<file path="config.mk">
export PLATFORM = sky130hd
export DESIGN_NAME = gcode_axis_command_parser
export DESIGN_NICKNAME = d
export VERILOG_FILES = /design/src/sv/gcap_pkg.sv /design/src/sv/gcap_number.sv /design/src/sv/gcode_axis_command_parser.sv
export SDC_FILE = /design/constraint.sdc
export NUM_CORES = 1
export LEC_CHECK = 0
export BUFFER_PORTS_ARGS = -buffer_cell sky130_fd_sc_hd__buf_2
export CAP_MARGIN = 20
export CORE_MARGIN = 2
export CORE_UTILIZATION = 60
export CTS_CLUSTER_SIZE = 28
export DETAILED_ROUTE_END_ITERATION = 8
export HOLD_SLACK_MARGIN = 0.05
export MAX_ROUTING_LAYER = met4
export PLACE_DENSITY_LB_ADDON = 0.3
export SLEW_MARGIN = 10
export SYNTH_ARGS = -nofsm -noshare
export SYNTH_HDL_FRONTEND = slang
export SYNTH_HIERARCHICAL = 1
export SYNTH_SLANG_ARGS = --single-unit
</file>
<file path="constraint.sdc">
create_clock -name clk -period 4.4 [get_ports clk]
set_clock_uncertainty 0.2 [all_clocks]
set_input_delay 0.22 -clock clk [delete_from_list [all_inputs] [get_ports clk]]
set_output_delay 0.22 -clock clk [all_outputs]
set_load 0.005 [all_outputs]
</file>
<file path="src/sv/gcap_pkg.sv">
// Package for the G-code axis command parser: ASCII codes, target codes
// and the control struct passed to the number accumulator. No dependencies.
package gcap_pkg;

    localparam int VALUE_WIDTH_DEFAULT = 16;
    localparam int GOAL_WIDTH          = 16;
    localparam int TARGET_WIDTH        = 3;

    localparam logic [7:0] CH_G       = 8'h47;
    localparam logic [7:0] CH_M       = 8'h4D;
    localparam logic [7:0] CH_ZERO    = 8'h30;
    localparam logic [7:0] CH_ONE     = 8'h31;
    localparam logic [7:0] CH_TWO     = 8'h32;
    localparam logic [7:0] CH_NINE    = 8'h39;
    localparam logic [7:0] CH_X       = 8'h58;
    localparam logic [7:0] CH_Y       = 8'h59;
    localparam logic [7:0] CH_Z       = 8'h5A;
    localparam logic [7:0] CH_NEWLINE = 8'h0A;
    localparam logic [7:0] CH_MINUS   = 8'h2D;
    localparam logic [7:0] CH_SPACE   = 8'h20;

    localparam logic [1:0] AXIS_X = 2'd0;
    localparam logic [1:0] AXIS_Y = 2'd1;
    localparam logic [1:0] AXIS_Z = 2'd2;

    localparam logic [TARGET_WIDTH-1:0] TGT_TILT_SPEED = 3'd0;
    localparam logic [TARGET_WIDTH-1:0] TGT_ZOOM_SPEED = 3'd1;
    localparam logic [TARGET_WIDTH-1:0] TGT_PAN_SPEED  = 3'd2;
    localparam logic [TARGET_WIDTH-1:0] TGT_TILT_ACCEL = 3'd3;
    localparam logic [TARGET_WIDTH-1:0] TGT_PAN_ACCEL  = 3'd4;

    // Control from the line parser to the number accumulator
    typedef struct packed {
        logic clear;
        logic take;
    } number_ctl_t;

    function automatic logic is_digit(input logic [7:0] c);
        return (c >= CH_ZERO) && (c <= CH_NINE);
    endfunction

endpackage

</file>
<file path="src/sv/gcap_number.sv">
// Number accumulator of the G-code axis command parser: atol-style
// conversion of digits and a leading minus, wrapping at VALUE_WIDTH bits.
// Depends on gcap_pkg.
module gcap_number #(
    parameter int VALUE_WIDTH = gcap_pkg::VALUE_WIDTH_DEFAULT
) (
    input  logic                    clk,
    input  logic                    rst_n,
    input  gcap_pkg::number_ctl_t   ctl,
    input  logic [7:0]              rx_byte,
    output logic [VALUE_WIDTH-1:0]  value
);

    logic [VALUE_WIDTH-1:0] accum_reg, accum_next;
    logic                   negative_reg, negative_next;
    logic                   stopped_reg, stopped_next;
    logic                   started_reg, started_next;
    logic [VALUE_WIDTH-1:0] digit_val;

    // Digits 0x30..0x39 carry their value in the low nibble
    assign digit_val = VALUE_WIDTH'(rx_byte[3:0]);

    always_comb
    begin
        accum_next    = accum_reg;
        negative_next = negative_reg;
        stopped_next  = stopped_reg;
        started_next  = started_reg;
        if (ctl.clear)
        begin
            accum_next    = '0;
            negative_next = 1'b0;
            stopped_next  = 1'b0;
            started_next  = 1'b0;
        end
        else if (ctl.take)
        begin
            if (!started_reg)
            begin
                started_next = 1'b1;
                if (rx_byte == gcap_pkg::CH_MINUS)
                    negative_next = 1'b1;
                else
                    accum_next = digit_val;
            end
            else if (!stopped_reg)
            begin
                if (gcap_pkg::is_digit(rx_byte))
                    accum_next = (accum_reg << 3) + (accum_reg << 1) + digit_val;
                else
                    stopped_next = 1'b1;
            end
        end
    end

    always_ff @(posedge clk or negedge rst_n)
    begin
        if (!rst_n)
        begin
            accum_reg    <= '0;
            negative_reg <= 1'b0;
            stopped_reg  <= 1'b0;
            started_reg  <= 1'b0;
        end
        else
        begin
            accum_reg    <= accum_next;
            negative_reg <= negative_next;
            stopped_reg  <= stopped_next;
            started_reg  <= started_next;
        end
    end

    // Two's complement negate, wrapping
    assign value = negative_reg ? (VALUE_WIDTH'(0) - accum_reg) : accum_reg;

endmodule

</file>
<file path="src/sv/gcode_axis_command_parser.sv">
// Top level of the G-code axis command parser: line state machine, target
// decode and a two-entry result buffer. Depends on gcap_pkg, gcap_number.
//
// Takes one ASCII byte per transaction and recognizes "G0 <axis><number>\n"
// (speed) and "M201 <axis><number>\n" (acceleration) for axis X, Y or Z. On
// the newline it delivers one result transaction: target (0 tilt speed,
// 1 zoom speed, 2 pan speed, 3 tilt accel, 4 pan accel) and goal_value, the
// number taken as a VALUE_WIDTH-bit two's complement value and sign-extended
// or truncated to 16 bits; the zoom speed keeps only its low 8 bits,
// sign-extended. "M201 Y" lines and any line broken by an unexpected byte
// give no result; an unexpected byte is consumed and returns the parser to
// idle. The state machine and the multiply-by-ten accumulate update in the
// cycle the byte is taken; the result is registered in the output register,
// or in the skid register backing it if that still holds one, so bytes keep
// flowing while a result waits. A byte can be taken every cycle while in_stall
// is low; in_stall rises only when both registers hold a result and the
// downstream side stalls, and falls in the cycle after the output is taken.
module gcode_axis_command_parser #(
    parameter int VALUE_WIDTH = gcap_pkg::VALUE_WIDTH_DEFAULT
) (
    input  logic                                   clk,
    input  logic                                   rst_n,
    input  logic                                   in_valid,
    output logic                                   in_stall,
    input  logic [7:0]                             rx_byte,
    output logic                                   out_valid,
    input  logic                                   out_stall,
    output logic [gcap_pkg::TARGET_WIDTH-1:0]      target,
    output logic signed [gcap_pkg::GOAL_WIDTH-1:0] goal_value
);

    typedef enum logic [2:0] {
        PH_IDLE,
        PH_G,
        PH_SPACE,
        PH_AXIS,
        PH_NUMBER,
        PH_M,
        PH_M2,
        PH_M20
    } phase_t;

    phase_t phase_reg, phase_next;
    logic   accel_reg, accel_next;
    logic [1:0] axis_reg, axis_next;

    logic in_accept;
    logic out_take;

    gcap_pkg::number_ctl_t num_ctl;
    logic [VALUE_WIDTH-1:0] num_value;
    logic signed [31:0]     num_ext;

    // Result of the byte being taken this cycle
    logic                                   res_valid;
    logic [gcap_pkg::TARGET_WIDTH-1:0]      res_target;
    logic signed [gcap_pkg::GOAL_WIDTH-1:0] res_goal;

    // Output register and skid register
    logic                                   out_valid_reg;
    logic [gcap_pkg::TARGET_WIDTH-1:0]      out_target_reg;
    logic signed [gcap_pkg::GOAL_WIDTH-1:0] out_goal_reg;
    logic                                   skid_valid_reg;
    logic [gcap_pkg::TARGET_WIDTH-1:0]      skid_target_reg;
    logic signed [gcap_pkg::GOAL_WIDTH-1:0] skid_goal_reg;

    assign in_stall  = skid_valid_reg;
    assign in_accept = in_valid && !skid_valid_reg;
    assign out_take  = out_valid_reg && !out_stall;

    gcap_number #(
        .VALUE_WIDTH (VALUE_WIDTH)
    ) u_number (
        .clk     (clk),
        .rst_n   (rst_n),
        .ctl     (num_ctl),
        .rx_byte (rx_byte),
        .value   (num_value)
    );

    // Sign-extend the number to 32 bits; the goal takes the low 16
    assign num_ext = 32'(signed'(num_value));

    // Line state machine: advance on an accepted byte, drop to idle on
    // anything unexpected
    always_comb
    begin
        phase_next    = phase_reg;
        accel_next    = accel_reg;
        axis_next     = axis_reg;
        num_ctl.clear = 1'b0;
        num_ctl.take  = 1'b0;
        res_valid     = 1'b0;
        res_target    = gcap_pkg::TGT_TILT_SPEED;
        res_goal      = num_ext[gcap_pkg::GOAL_WIDTH-1:0];
        if (in_accept)
        begin
            unique case (phase_reg)
                PH_IDLE:
                begin
                    if (rx_byte == gcap_pkg::CH_G)
                        phase_next = PH_G;
                    else if (rx_byte == gcap_pkg::CH_M)
                        phase_next = PH_M;
                end
                PH_G:
                begin
                    if (rx_byte == gcap_pkg::CH_ZERO)
                    begin
                        accel_next = 1'b0;
                        phase_next = PH_SPACE;
                    end
                    else
                        phase_next = PH_IDLE;
                end
                PH_SPACE:
                    phase_next = (rx_byte == gcap_pkg::CH_SPACE) ? PH_AXIS : PH_IDLE;
                PH_AXIS:
                begin
                    if (rx_byte == gcap_pkg::CH_X || rx_byte == gcap_pkg::CH_Y
                        || rx_byte == gcap_pkg::CH_Z)
                    begin
                        // 'X', 'Y', 'Z' differ from 'X' in the two low bits
                        axis_next     = rx_byte[1:0];
                        num_ctl.clear = 1'b1;
                        phase_next    = PH_NUMBER;
                    end
                    else
                        phase_next = PH_IDLE;
                end
                PH_NUMBER:
                begin
                    if (rx_byte == gcap_pkg::CH_NEWLINE)
                    begin
                        num_ctl.clear = 1'b1;
                        phase_next    = PH_IDLE;
                        // Decode the target; M201 Y has none
                        priority case (1'b1)
                            !accel_reg && axis_reg == gcap_pkg::AXIS_X:
                            begin
                                res_valid  = 1'b1;
                                res_target = gcap_pkg::TGT_TILT_SPEED;
                            end
                            !accel_reg && axis_reg == gcap_pkg::AXIS_Y:
                            begin
                                res_valid  = 1'b1;
                                res_target = gcap_pkg::TGT_ZOOM_SPEED;
                                res_goal   = {{8{num_ext[7]}}, num_ext[7:0]};
                            end
                            !accel_reg && axis_reg == gcap_pkg::AXIS_Z:
                            begin
                                res_valid  = 1'b1;
                                res_target = gcap_pkg::TGT_PAN_SPEED;
                            end
                            accel_reg && axis_reg == gcap_pkg::AXIS_X:
                            begin
                                res_valid  = 1'b1;
                                res_target = gcap_pkg::TGT_TILT_ACCEL;
                            end
                            accel_reg && axis_reg == gcap_pkg::AXIS_Z:
                            begin
                                res_valid  = 1'b1;
                                res_target = gcap_pkg::TGT_PAN_ACCEL;
                            end
                            default:
                                res_valid = 1'b0;
                        endcase
                    end
                    else if (gcap_pkg::is_digit(rx_byte) || rx_byte == gcap_pkg::CH_MINUS)
                        num_ctl.take = 1'b1;
                    else
                    begin
                        num_ctl.clear = 1'b1;
                        phase_next    = PH_IDLE;
                    end
                end
                PH_M:
                    phase_next = (rx_byte == gcap_pkg::CH_TWO) ? PH_M2 : PH_IDLE;
                PH_M2:
                    phase_next = (rx_byte == gcap_pkg::CH_ZERO) ? PH_M20 : PH_IDLE;
                PH_M20:
                begin
                    if (rx_byte == gcap_pkg::CH_ONE)
                    begin
                        accel_next = 1'b1;
                        phase_next = PH_SPACE;
                    end
                    else
                        phase_next = PH_IDLE;
                end
                default:
                    phase_next = PH_IDLE;
            endcase
        end
    end

    // State and the two-entry result buffer. The skid register fills only
    // when the output register holds a result that is not taken; while it
    // is full no byte is accepted, so no new result can arrive.
    always_ff @(posedge clk or negedge rst_n)
    begin
        if (!rst_n)
        begin
            phase_reg      <= PH_IDLE;
            accel_reg      <= 1'b0;
            axis_reg       <= gcap_pkg::AXIS_X;
            out_valid_reg  <= 1'b0;
            skid_valid_reg <= 1'b0;
        end
        else
        begin
            phase_reg <= phase_next;
            accel_reg <= accel_next;
            axis_reg  <= axis_next;
            if (skid_valid_reg)
            begin
                if (out_take)
                begin
                    out_valid_reg  <= 1'b1;
                    skid_valid_reg <= 1'b0;
                end
            end
            else if (!out_valid_reg || out_take)
                out_valid_reg <= res_valid;
            else if (res_valid)
                skid_valid_reg <= 1'b1;
        end
    end

    // Payload registers: no reset
    always_ff @(posedge clk)
    begin
        if (skid_valid_reg)
        begin
            if (out_take)
            begin
                out_target_reg <= skid_target_reg;
                out_goal_reg   <= skid_goal_reg;
            end
        end
        else if (!out_valid_reg || out_take)
        begin
            if (res_valid)
            begin
                out_target_reg <= res_target;
                out_goal_reg   <= res_goal;
            end
        end
        else if (res_valid)
        begin
            skid_target_reg <= res_target;
            skid_goal_reg   <= res_goal;
        end
    end

    assign out_valid  = out_valid_reg;
    assign target     = out_target_reg;
    assign goal_value = out_goal_reg;

    // The skid register never holds a result ahead of an empty output
    assert property (@(posedge clk) disable iff (!rst_n)
        skid_valid_reg |-> out_valid_reg)
        else $error("skid register full while output register empty");

    // A result comes only from a newline taken in the number phase
    assert property (@(posedge clk) disable iff (!rst_n)
        res_valid |-> (in_accept && phase_reg == PH_NUMBER
                       && rx_byte == gcap_pkg::CH_NEWLINE))
        else $error("result produced outside a newline in the number phase");

    // Only the five defined targets are ever delivered
    assert property (@(posedge clk) disable iff (!rst_n)
        out_valid_reg |-> (out_target_reg <= gcap_pkg::TGT_PAN_ACCEL))
        else $error("undefined target code delivered");

    // Zoom speed goals are 8-bit values sign-extended
    assert property (@(posedge clk) disable iff (!rst_n)
        (out_valid_reg && out_target_reg == gcap_pkg::TGT_ZOOM_SPEED)
        |-> (out_goal_reg[15:8] == {8{out_goal_reg[7]}}))
        else $error("zoom speed goal not sign-extended from 8 bits");

    // A result arriving with the output stalled lands in the skid register
    assert property (@(posedge clk) disable iff (!rst_n)
        (res_valid && out_valid_reg && out_stall) |=> skid_valid_reg)
        else $error("result lost while output stalled");

endmodule

</file>
==> out/qor.csv <==
stage,metric,value,unit
synthesis,proportion of synthesized flip-flops having asynchronous set or reset,41.5,%
clock_network,"Clk Latency, worst-skew pair",0.34,ns
cells_and_area,net count of the finished layout,474,
routing,vias per cell,5.93,
floorplan,Die Span X,87.8,um
routing,average wire length per cell after detail routing,15.6,um
synthesis,Unique masters post-synth,67,
worst_setup_path,arrival time at the worst endpoint,3.04,ns
worst_setup_path,capturing element type of the critical path,register,
floorplan,# rows,30,
timing,Slew @ Worst Pin,0.897,ns
clock_network,CTS buffer count,9,
cells_and_area,register cell area after layout,1820,um^2
synthesis,cell count after synthesis,400,
synthesis,post-synthesis area per instance,10.5,um^2
cells_and_area,"commonest non-fill, non-tap cells in the layout","sky130_fd_sc_hd__nand2_1, sky130_fd_sc_hd__edfxtp_1, sky130_fd_sc_hd__buf_2",
synthesis,Post-synth top flop,sky130_fd_sc_hd__edfxtp_1,
pwr,Tot Pwr,0.00171,W
timing,final hold violation count,0,
cells_and_area,Ant. Diodes,0,
cells_and_area,area overhead of the layout relative to synthesis,10.6,%
global_routing,antenna violations before repair,0,
clock_network,clk slew on worst S/H paths,0.08,ns
floorplan,effective utilization at floorplan,62.1,%
pwr,highest ir drop seen on vdd,0.225,mV
placement,count of input and output buffers,32,
run_status,result of the run,completed,
cells_and_area,number of fill cells in the layout,503,
global_routing,maximum number of pins on one net before global-route repair,28,
cells_and_area,"leading cell type in the layout, fill and taps excluded",sky130_fd_sc_hd__nand2_1,
routing,routed via count,3169,
pwr,leakage component of the power,2.01,nW
clock_network,H-tree depth reported by CTS,3,
timing,count of final max-slew check failures,0,
timing,relative slew slack,39.8,%
global_routing,Tot GR Track Use,24.4,%
clock_network,hold-fix buffers at CTS,4,
timing,Max Clock Freq,332,MHz
synthesis,number of synthesized flops with an enable pin,38,
clock_network,Clock Tree Buf Depth,2,
global_routing,via count of the first global-routing pass,2947,
synthesis,Yosys warning total,6,
timing,portion of the clock cycle consumed by the worst path in the final layout,68.4,%
timing,RSZ-0062 raised after global routing,no,
routing,DRC violations left,0,
global_routing,total gr overflow,0,
timing,Tmin final,3.01,ns
timing,post-route worst hold slack,0.111,ns
clock_network,postcts setup bufs,0,
synthesis,net count after synthesis,441,
routing,Detailed Route Iter0 Violations,294,
clock_network,root buffer cell,sky130_fd_sc_hd__clkbuf_8,
timing,# setup viols final,0,
worst_setup_path,CP Launch Type,register,
floorplan,I/O pin count,33,
timing,sum of negative setup slack,0,ns
routing,wire length after detailed routing,8320,um
global_routing,first-pass GRT wire length,14200,um
floorplan,die height,87.8,um
clock_network,TritonCTS clock tree,done,
pwr,total power density per cell area,366,nW/um^2
worst_setup_path,highest net fanout along the worst path,6,
synthesis,cell area after technology mapping,4220,um^2
placement,last weighted congestion value of the routability-driven placer,0.897,
cells_and_area,post-layout instance count excluding filler cells,534,
routing,first-pass detailed-route iteration total,5,
synthesis,post-synthesis sequential element count,65,
run,total of max-cap violations,0,
routing,number of nets with antenna violations after detailed routing,0,
hold_path,worst min-delay path class,input pin to register,
placement,placed instance count,514,
synthesis,sequential cell area fraction in the yosys report,43.1,%
worst_setup_path,category of the most critical setup path,register to register,
placement,Detailed Place HPWL,6000,um
floorplan,core region area,6790,um^2
clock_network,post-CTS sizing,0,
cells_and_area,area occupied by multi-input gates,2270,um^2
cells_and_area,fraction of layout instances using a drive strength above 1,19.2,%
floorplan,Die Area,7720,um^2
clock_network,CTS Sinks,65,
worst_setup_path,data required time at the worst endpoint,4.43,ns
==> critical path, stage by stage (launching register included) <==
cell and delay (ns):
sky130_fd_sc_hd__dfrtp_1 0.43, sky130_fd_sc_hd__inv_1 0.12, sky130_fd_sc_hd__fa_1 0.60, sky130_fd_sc_hd__inv_1 0.06, sky130_fd_sc_hd__ha_1 0.31, sky130_fd_sc_hd__a211oi_1 0.29
sky130_fd_sc_hd__o211ai_2 0.15, sky130_fd_sc_hd__o2111ai_1 0.21, sky130_fd_sc_hd__mux2i_1 0.31, sky130_fd_sc_hd__xnor2_1 0.14, sky130_fd_sc_hd__o21ai_1 0.07
==> power breakdown <==
part | switching (W) | internal, W
Combinational | 0.000256 | 0.000200
Clock | 0.000239 | 0.000278
Sequential | 0.0000609 | 0.000677
==> final cells by class <==
type / count / area share [%]
Clock inverter: 6 / 1.42
Clock buffer: 10 / 2.95
Timing Repair Buffer: 38 / 4.61
Tap cell: 96 / 2.57
Inverter: 12 / 0.965
Multi-Input combinational cell: 307 / 48.6
Sequential cell: 65 / 38.9
==> cells in the mapped netlist (all sizes together) (12+ instances only) <==
cell    count  area, um^2
nand2      44         165
edfxtp     38        1140
o21ai      37         196
dfrtp      27         676
ha         27         338
xnor2      24         210
a21oi      21         105
nor2b      17         106
nor2       16        62.6
inv        12        45.0
mux2       12         143
==> per-layer routing <==
| metal | vias up | part of all wire, % | track usage, % |
|---|---|---|---|
| li1 | 1552 | - | - |
| met1 | 1512 | 48 | 34.1 |
| met2 | 95 | 47 | 36.8 |
| met3 | 10 | 4.3 | 2.92 |
| met4 | 0 | 1.3 | 8.95 |
| met5 | - | 0 | - |
==> stage by stage <==
step	utilization, %	instance area (um^2)	setup slack, ns
floorplan	-	4220	1.69
global placement	65.1	4420	1.57
detailed placement	65.1	4420	1.48
CTS	68.7	4670	1.41
global route	68.7	4670	1.20
finish	68.7	4670	1.39
==> worst paths after layout <==
check	start	endpoint	slack [ns]	depth (start not counted)
hold / removal	rx_byte[3]	u_number/accum_reg[3]$_DFFE_PN0P_	0.11	3
setup / recovery	u_number/accum_reg[0]$_DFFE_PN0P_	u_number/accum_reg[11]$_DFFE_PN0P_	1.39	10
max in group asynchronous	rst_n	u_number/accum_reg[12]$_DFFE_PN0P_	3.33	2
min in group asynchronous	rst_n	phase_reg[1]$_DFFE_PN0P_	0.25	2
setup reg to reg	u_number/accum_reg[0]$_DFFE_PN0P_	u_number/accum_reg[11]$_DFFE_PN0P_	1.39	10
hold reg to reg	skid_target_reg[0]$_DFFE_PP_	target[0]$_DFFE_PP_	0.33	1
==> logic make-up after synthesis <==
group,share of synthesized area (%)
and+or+nand+nor,18.1
DFF,43.1
xor gates and xnor gates,6.44
buffers and inverters,3.29
AOI/OAI and AO/OA,16.3
muxes,3.86
adders and majority gates,8.96
Note: power is estimated with default switching activity, not from simulation.
